<file path="src/psaa_pkg.sv">
// Package: shared types, codes and constants of the point snap and axis align block.
`timescale 1ns / 1ps
package psaa_pkg;

	localparam int COORD_BITS     = 32;
	localparam int MAX_POINTS_DEF = 256;
	localparam int MAX_LINES_DEF  = 256;
	localparam int RADIUS_BITS    = 31;
	localparam int COUNT_BITS     = 9;
	localparam int CFG_IDX_BITS   = 2;
	localparam int SQ_BITS        = 2 * RADIUS_BITS;
	localparam logic [63:0] FAR_LIMIT = 64'h0000_0000_8000_0000;

	localparam logic [RADIUS_BITS-1:0] RADIUS_RESET = 31'd65536;
	localparam logic [RADIUS_BITS-1:0] TOL_RESET    = 31'd32768;

	// operation codes
	localparam logic [1:0] OP_WR_POINT = 2'd0;
	localparam logic [1:0] OP_WR_LINE  = 2'd1;
	localparam logic [1:0] OP_QUERY    = 2'd2;

	// register indexes
	localparam logic [CFG_IDX_BITS-1:0] CFG_SNAP_RADIUS = 2'd0;
	localparam logic [CFG_IDX_BITS-1:0] CFG_ALIGN_TOL   = 2'd1;
	localparam logic [CFG_IDX_BITS-1:0] CFG_POINTS      = 2'd2;
	localparam logic [CFG_IDX_BITS-1:0] CFG_LINES       = 2'd3;

	typedef struct packed {
		logic [1:0]                   op;
		logic [7:0]                   entry_index;
		logic signed [COORD_BITS-1:0] coord_x;
		logic signed [COORD_BITS-1:0] coord_y;
		logic                         is_snappable;
		logic [7:0]                   start_point;
		logic [7:0]                   stop_point;
	} psaa_in_t;

	typedef struct packed {
		logic                         snapped;
		logic                         aligned_x;
		logic                         aligned_y;
		logic signed [COORD_BITS-1:0] result_x;
		logic signed [COORD_BITS-1:0] result_y;
	} psaa_out_t;

	typedef struct packed {
		logic signed [COORD_BITS-1:0] x;
		logic signed [COORD_BITS-1:0] y;
		logic                         flag;
	} psaa_pt_t;

	typedef struct packed {
		logic [7:0] start_pt;
		logic [7:0] stop_pt;
	} psaa_ln_t;

	typedef enum logic [2:0] {
		CMD_HOLD,
		CMD_SNAP_INIT,
		CMD_SQ_X,
		CMD_SQ_Y,
		CMD_SNAP_CMP,
		CMD_ALIGN_INIT,
		CMD_ALIGN
	} psaa_cmd_t;

	typedef enum logic [4:0] {
		S_IDLE,
		S_INIT,
		S_P_CHK,
		S_P_RD,
		S_P_LD,
		S_L_CHK,
		S_L_RD,
		S_L_PRD,
		S_L_LD,
		S_L_SEL,
		S_SQX,
		S_SQY,
		S_CMP,
		S_AL,
		S_RET,
		S_AINIT,
		S_DONE
	} psaa_state_t;

	typedef enum logic [1:0] {
		K_PT,
		K_A,
		K_B,
		K_M
	} psaa_kind_t;

endpackage

</file>
<file path="src/psaa_unit.sv">
// Shared distance unit: abs difference, one squarer, snap and align compares.
`timescale 1ns / 1ps
module psaa_unit import psaa_pkg::*; (
	input  logic                         clk,
	input  logic                         arst_n,
	input  psaa_cmd_t                    cmd,
	input  logic signed [COORD_BITS-1:0] qx,
	input  logic signed [COORD_BITS-1:0] qy,
	input  logic signed [COORD_BITS-1:0] cx,
	input  logic signed [COORD_BITS-1:0] cy,
	input  logic [RADIUS_BITS-1:0]       radius,
	input  logic [RADIUS_BITS-1:0]       tol,
	output psaa_out_t                    res
);

	localparam int DW = COORD_BITS + 1;

	logic signed [DW-1:0]     ex, ey;
	logic [DW-1:0]            dx, dy;
	logic                     far_x, far_y;
	logic [RADIUS_BITS-1:0]   mul_a;
	logic [SQ_BITS-1:0]       mul_p;
	logic [SQ_BITS:0]         sum;
	logic                     snap_hit, hit_x, hit_y;

	logic [SQ_BITS-1:0]       sqx_q, sqy_q, best_q;
	logic                     far_q;
	logic [RADIUS_BITS-1:0]   bestx_q, besty_q;
	logic signed [COORD_BITS-1:0] rx_q, ry_q;
	logic                     snapped_q, ax_q, ay_q;

	assign ex = {qx[COORD_BITS-1], qx} - {cx[COORD_BITS-1], cx};
	assign ey = {qy[COORD_BITS-1], qy} - {cy[COORD_BITS-1], cy};
	assign dx = ex[DW-1] ? (~ex + 1'b1) : ex;
	assign dy = ey[DW-1] ? (~ey + 1'b1) : ey;
	assign far_x = 64'(dx) >= FAR_LIMIT;
	assign far_y = 64'(dy) >= FAR_LIMIT;

	// single squarer, operand picked by the sequencer step
	always_comb begin
		case (cmd)
			CMD_SNAP_INIT: mul_a = radius;
			CMD_SQ_X:      mul_a = RADIUS_BITS'(dx);
			CMD_SQ_Y:      mul_a = RADIUS_BITS'(dy);
			default:       mul_a = '0;
		endcase
	end
	assign mul_p = SQ_BITS'(mul_a) * SQ_BITS'(mul_a);

	assign sum      = (SQ_BITS + 1)'(sqx_q) + (SQ_BITS + 1)'(sqy_q);
	assign snap_hit = !far_q && (sum < (SQ_BITS + 1)'(best_q));
	assign hit_x    = 64'(dx) < 64'(bestx_q);
	assign hit_y    = 64'(dy) < 64'(besty_q);

	always_ff @(posedge clk) begin
		case (cmd)
			CMD_SNAP_INIT: begin
				best_q <= mul_p;
				rx_q   <= qx;
				ry_q   <= qy;
			end
			CMD_SQ_X: sqx_q <= mul_p;
			CMD_SQ_Y: begin
				sqy_q <= mul_p;
				far_q <= far_x || far_y;
			end
			CMD_SNAP_CMP: begin
				if (snap_hit) begin
					best_q <= SQ_BITS'(sum);
					rx_q   <= cx;
					ry_q   <= cy;
				end
			end
			CMD_ALIGN_INIT: begin
				bestx_q <= tol;
				besty_q <= tol;
				rx_q    <= qx;
				ry_q    <= qy;
			end
			CMD_ALIGN: begin
				if (hit_x) begin
					bestx_q <= RADIUS_BITS'(dx);
					rx_q    <= cx;
				end
				if (hit_y) begin
					besty_q <= RADIUS_BITS'(dy);
					ry_q    <= cy;
				end
			end
			default: ;
		endcase
	end

	always_ff @(posedge clk or negedge arst_n) begin
		if (!arst_n) begin
			snapped_q <= 1'b0;
			ax_q      <= 1'b0;
			ay_q      <= 1'b0;
		end else begin
			case (cmd)
				CMD_SNAP_INIT, CMD_ALIGN_INIT: begin
					snapped_q <= 1'b0;
					ax_q      <= 1'b0;
					ay_q      <= 1'b0;
				end
				CMD_SNAP_CMP: if (snap_hit) snapped_q <= 1'b1;
				CMD_ALIGN: begin
					if (hit_x) ax_q <= 1'b1;
					if (hit_y) ay_q <= 1'b1;
				end
				default: ;
			endcase
		end
	end

	assign res.snapped   = snapped_q;
	assign res.aligned_x = ax_q;
	assign res.aligned_y = ay_q;
	assign res.result_x  = rx_q;
	assign res.result_y  = ry_q;

endmodule

</file>
<file path="config.mk">
export PLATFORM = sky130hd
export DESIGN_NAME = psaa_unit
export DESIGN_NICKNAME = d
export VERILOG_FILES = /design/src/psaa_pkg.sv /design/src/psaa_unit.sv
export SDC_FILE = /design/constraint.sdc
export NUM_CORES = 2
export LEC_CHECK = 0
export BUFFER_PORTS_ARGS = -buffer_cell sky130_fd_sc_hd__buf_2
export CORE_MARGIN = 2
export CORE_UTILIZATION = 23
export CTS_BUF_LIST = sky130_fd_sc_hd__clkbuf_4 sky130_fd_sc_hd__clkbuf_8
export DETAILED_ROUTE_END_ITERATION = 8
export HOLD_SLACK_MARGIN = 0.15
export PLACE_DENSITY_LB_ADDON = 0.1
export SLEW_MARGIN = 15
export SYNTH_ARGS = -nofsm -noshare
export SYNTH_HDL_FRONTEND = slang
export SYNTH_SLANG_ARGS = --single-unit
</file>
<file path="constraint.sdc">
create_clock -name clk -period 6.8 [get_ports clk]
set_clock_uncertainty 0.15 [all_clocks]
set_input_delay 0.68 -clock clk [delete_from_list [all_inputs] [get_ports clk]]
set_output_delay 0.68 -clock clk [all_outputs]
set_load 0.02 [all_outputs]
</file>
== After elaboration in Yosys (flattened, before gate mapping) ==
Index checks and enable logic that the tools add are counted.
Storage, ports and cells
  register bits after elaboration: 316
  word-level logic and storage cells: 71
  output and inout bits: 67
  bits of input ports: 195
Operators by class
  $mul: 1
  magnitude comparators: 5
  reduce and logical (&&, ||, !) cells: 17
  equality and inequality tests: 9
  multiplexer cells: 21
  bitwise operators: 2
  $add $sub $neg: 5
Operators with widths (number)
  one-hot mux 32 bit (3 select lines): 2
  2-to-1 mux 32 bit: 4
  one-hot mux 31 bit (2 select lines): 2
  one-hot mux 62 bit (2 select lines): 1
  one-hot mux 31 bit (3 select lines): 1
  adder 33 x 1 -> 33 bit (second input constant): 2
  >= comparator 33 x 32 -> 1 bit (second input constant): 2
  less-than comparator 33 x 31 -> 1 bit: 2
  2-to-1 mux 33 bit: 2
  NOT 33 bit: 2
  subtractor 32 x 32 -> 33 bit: 2
  adder 62 x 62 -> 63 bit: 1
  less-than comparator 63 x 62 -> 1 bit: 1
  multiplier 31 x 31 -> 62 bit: 1
  2-to-1 mux 31 bit: 2
  2-to-1 mux 62 bit: 1
  AND reduction 2 bit: 6
  == test 3 bit (second input constant): 3
  nonzero test 2 bit: 4
  == test 3 x 2 -> 1 bit (second input constant): 2
  != test 2 bit (second input constant): 3
  one-hot mux 1 bit (2 select lines): 3
  AND reduction 3 bit: 2
  == test 3 x 1 -> 1 bit (second input constant): 1
  other kinds (6): 8

== Logic depth before layout (Yosys ltp) ==
  depth after elaboration: 7
  gate-level depth with buffers: 47
  mapped depth without buffers: 45

== Worst setup path before layout ==
No wires, ideal clock.
  path type: input -> register
  from: input port cmd[0]
  to: register best_q[61], data pin
  buffers on the path: 3
  library setup time: 160 ps
  arrival: 11907 ps
  required time: 6490 ps
  stages on the path: 31
  slack: -5417 ps
  cell sequence: clkbuf_1 > inv_1 > nor2_1 > a221o_1 > buf_2 > nand2_1 > fa_1 > inv_1 > fa_1 > inv_1 > fa_1 > fa_1 > inv_1 > fa_1 > fa_1 > fa_1 > ha_1 > ha_1 > clkbuf_1 > a21oi_1 > o21ai_0 > a221o_1 > a221o_1 > a311o_1 > a21oi_1 > o21ai_0 > nor2b_1 > o21a_1 > o311ai_0 > o211ai_1 > o211ai_1
Between the ends
  word-level cells in the longest chain between the ends: 4
  elaborated cells between the ends (all ways): 7
  classes of those cells: mul: 1; eq/ne: 4; mux: 2
Ends and longest elaborated chain
  start: declaration: RTL line psaa_unit.sv:6  | input psaa_cmd_t cmd,
  == test 3 x 2 -> 1 bit or == test 3 x 1 -> 1 bit (tied branches): RTL line psaa_unit.sv:41, psaa_unit.sv:56
  one-hot mux 31 bit (3 select lines): RTL line psaa_unit.sv:41  | case (cmd)
  multiplier 31 x 31 -> 62 bit: RTL line psaa_unit.sv:48  | assign mul_p = SQ_BITS'(mul_a) * SQ_BITS'(mul_a);
  one-hot mux 62 bit (2 select lines) *: RTL line psaa_unit.sv:56  | case (cmd)
  end signal: assignment: RTL line psaa_unit.sv:58  | best_q <= mul_p;
  end signal: assignment: RTL line psaa_unit.sv:69  | best_q <= SQ_BITS'(sum);
  end: declaration: RTL line psaa_unit.sv:26  | logic [SQ_BITS-1:0] sqx_q, sqy_q, best_q;
Mark *: on every way between the ends. The rest lies on a longest branch, timed or not.
A chain may end at the register's enable or synchronous reset.

== Worst setup path in the final report ==
  from: input port qx[0]
  to: register best_q[54], data pin
Between the ends
  word-level cells in the longest chain between the ends: 7
Ends and longest elaborated chain
  start: declaration: RTL line psaa_unit.sv:7  | input logic signed [COORD_BITS-1:0] qx,
  subtractor 32 x 32 -> 33 bit *: RTL line psaa_unit.sv:32  | assign ex = {qx[COORD_BITS-1], qx} - {cx[COORD_BITS-1], cx};
  NOT 33 bit: RTL line psaa_unit.sv:34  | assign dx = ex[DW-1] ? (~ex + 1'b1) : ex;
  adder 33 x 1 -> 33 bit: RTL line psaa_unit.sv:34
  2-to-1 mux 33 bit *: RTL line psaa_unit.sv:34
  one-hot mux 31 bit (3 select lines) *: RTL line psaa_unit.sv:41
  multiplier 31 x 31 -> 62 bit *: RTL line psaa_unit.sv:48
  named net mul_p[54]: RTL line psaa_unit.sv:22  | logic [SQ_BITS-1:0] mul_p;
  one-hot mux 62 bit (2 select lines) *: RTL line psaa_unit.sv:56
Mark *: on every way through the listed nets, which the timed path passes. The rest lies on a longest branch.

==> metrics.md <==
| Metric | Value |
|---|---|
| Syn Nets | 7,084 |
| Tcrit/Tclk final | 164% |
| Boundary Pins | 262 |
| Max-slew violations | 0 |
| CTS root buf | clkbuf_8 |
| Peak supply drop | 0.000371 V |
| Final wirelength | 212,000 um |
| Initial antenna violation count | 12 |
| P&R area growth vs syn | 46.4% |
| Distinct cells, synth | 92 |
| Unrepaired setup endpoints after global routing | yes |
| Worst hold slack | 285 ps |
| YS warnings | 0 |
| Final net count | 8,892 |
| Largest net degree at the start of global routing | 95 |
| I/O Buffers | 261 |
| Synth area leader | fa_1 |
| DR iter-0 viols | 2,419 |
| Critical path required time | 7190 ps |
| Via/cell ratio | 4.33 |
| Vias in the first global route | 48,783 |
| Clock transition at path regs | 60 ps |
| Pleak | 35.9 nW |
| Post-Syn Instances | 5,635 |
| Most frequent CP cell | buf_4 |
| Crit end category | register |
| Utilization after layout | 33.9% |
| CTS buffer count | 70 |
| Final Critical Period | 11,150 ps |
| # DRC | 0 |
| Hold Path Class | input pin to register |
| Die ar. | 0.225 mm2 |
| Post-synth EDFFs | 311 |
| CP max stage cell | fa_2 |
| Main area contributors after synthesis | fa_1, edfxtp_1, ha_1 |
| WL/cell | 20.3 um |
| TritonCTS clock tree | done |
| Top cell type's share of synthesized area | 29.6% |
| Die Wd | 475 um |
| Fraction of layout cells with a size suffix above 1 | 33.1% |
| Max_slew headroom | 41.4% |
| Worst-Skew Late Latency | 820 ps |
| Crit path DAT | 11,540 ps |
| Synth Flop Type | edfxtp_1 |
| CTS Buffer Depth | 3 |
| H-tree levels | 3 |
| Worst slack at placement | -5990 ps |
| CP Launch Type | input pin |
| Setup violators final | 232 |
| Final non-filler cell total | 10,461 |
| Peak Freq | 89.7 MHz |
| Total Routing Usage GR | 18.9% |
| Clock Sinks | 314 |
| Initial Util | 23.2% |
| Status | finished with violations |
| Hold Vio Cnt, Final | 0 |
| Drt pass-1 iters | 6 |
| Inst Count DP | 9,991 |
| Routability cong. | 0.899 |
| Core area | 0.220 mm2 |
| Via count | 45,282 |
| First-pass GRT wire length | 316,000 um |
| Post-route ant nets | 0 |
| Grt total ovfl | 0 |
| Post-route setup slack | -4350 ps |
| Max-Cap Viols | 0 |
| Hpwl dp | 178,000 um |
| Syn Std Cell Area | 0.0510 mm2 |
| Worst stage delay on the critical path | 600 ps |
| Failing checks | negative setup slack |
| Power Density | 366 mW/mm2 |
| Async S/R FF share, synth | 0.955% |
| Measured slew at the worst slew-check pin | 878 ps |
| Synth Area per Inst | 9.04 um2 |
| Max Fanout on Critical Path | 5 |
| Critical setup path kind | input pin to register |
| Sequential cell area fraction in the yosys report | 18.5% |
| Num rows | 172 |
| Die outline height | 475 um |
| Yosys reg bits | 314 |
[layout make-up]
cell class | count | area, um2
Timing Repair Buffer | 1969 | 16200
Antenna cell | 7 | 17.5
Clock inverter | 34 | 205
Clock buffer | 91 | 1120
Inverter | 1106 | 4230
Tap cell | 2958 | 3700
Multi-Input combinational cell | 3982 | 39800
Fill cell | 23183 | 145000
Sequential cell | 314 | 9410
[synthesized netlist by cell type, drive strengths merged (22+ instances only)]
cell	instances
a211oi	35
a21o	128
a21oi	255
a31oi	23
and2	23
and3	25
buf	48
clkbuf	185
edfxtp	311
fa	753
ha	501
inv	1098
mux2	22
nand2	638
nand2b	36
nand3	91
nand4	52
nor2	502
nor2b	34
nor3	58
o211ai	42
o21a	35
o21ai	216
o21bai	24
xnor2	137
xor2	90
[cells in the final DEF (no fill, tap or decap), types with 33 or more instances in the layout]
cell type         n
a21o_1          125
dlygate4sd3_1   159
nor2_2           37
ha_4             37
buf_6            98
ha_1            462
nor3_1           48
o21ai_0         176
xor2_1           69
buf_12           84
clkbuf_8         70
nor2_1          441
inv_1          1037
buf_4          1353
nand3_1          74
o211ai_1         42
nand2_1         606
fa_2             63
o21a_1           33
buf_2           257
fa_1            690
nand4_1          52
a21oi_1         211
inv_2            51
xnor2_1         103
edfxtp_1        311
[worst paths after layout]
kind                       depth (start not counted)     start           to  slack [ps]
setup / recovery                                  49     qx[0]   best_q[54]       -4350
hold / removal                                     3   tol[13]  besty_q[13]         280
setup reg to reg                                  30  sqx_q[3]     ry_q[23]        -380
hold reg to reg                                    2      ax_q         ax_q         360
max in group asynchronous                          3    arst_n    snapped_q        5640
min in group asynchronous                          3    arst_n         ax_q         700
[per-layer routing]
metal / wire [um] / global-route usage, %
met4: 4420 / 3.93
met1: 101000 / 26.5
met5: 27 / 0
met2: 96800 / 30.5
met3: 9860 / 2.95
[cells by family (layout without fill, tap and decap cells)]
family / after synthesis / in the layout / share of synthesized area (%)
flops: 314 / 314 / 18.5
fa+ha+maj: 1254 / 1254 / 41.9
mux: 36 / 36 / 0.761
xor+xnor: 227 / 227 / 3.90
buf+inv: 1339 / 3200 / 9.98
compound gates: 918 / 918 / 11.7
simple gates: 1547 / 1547 / 13.3
other cells: 0 / 7 / 0
[flip-flops by register name, summed over array words and instances (netlist names)]
name,cells
far_q,1
sqy_q,61
ry_q,32
rx_q,32
ax_q,1
best_q,62
ay_q,1
bestx_q,31
sqx_q,61
besty_q,31
snapped_q,1
[power by group]
group          internal, mW  switching [mW]
Combinational          10.4            11.5
Clock                  1.09            1.07
Sequential             3.17          0.0978
[stage by stage]
stage	area, um2	power, mW	setup TNS, ps
finish	74600	27.3	-556760
global route	74600	29.7	-667410
CTS	73700	27.0	-554400
detailed placement	66700	21.5	-849930
global placement	66700	21.6	-854970
floorplan	51600	12.8	-573510
[worst max-delay path: cells and delay by family]
kind	cells	cell delay (ps)
fa+ha+maj	11	4870
buf+inv	15	2060
simple gates	8	1070
compound gates	12	2290
xor+xnor	2	240
mux	1	250
[repair_timing]
| item | in CTS | in global routing |
|---|---|---|
| buffers inserted | 156 | 42 |
| setup endpoints to repair | 293 | 294 |
| cloned | 3 | 2 |
| hold buffers | 159 | 0 |
| resized for setup | 582 | 144 |
| endpoints found under the hold margin | 126 | 0 |
| pin swaps | 289 | 103 |
Note: power is estimated with default switching activity, not from simulation.
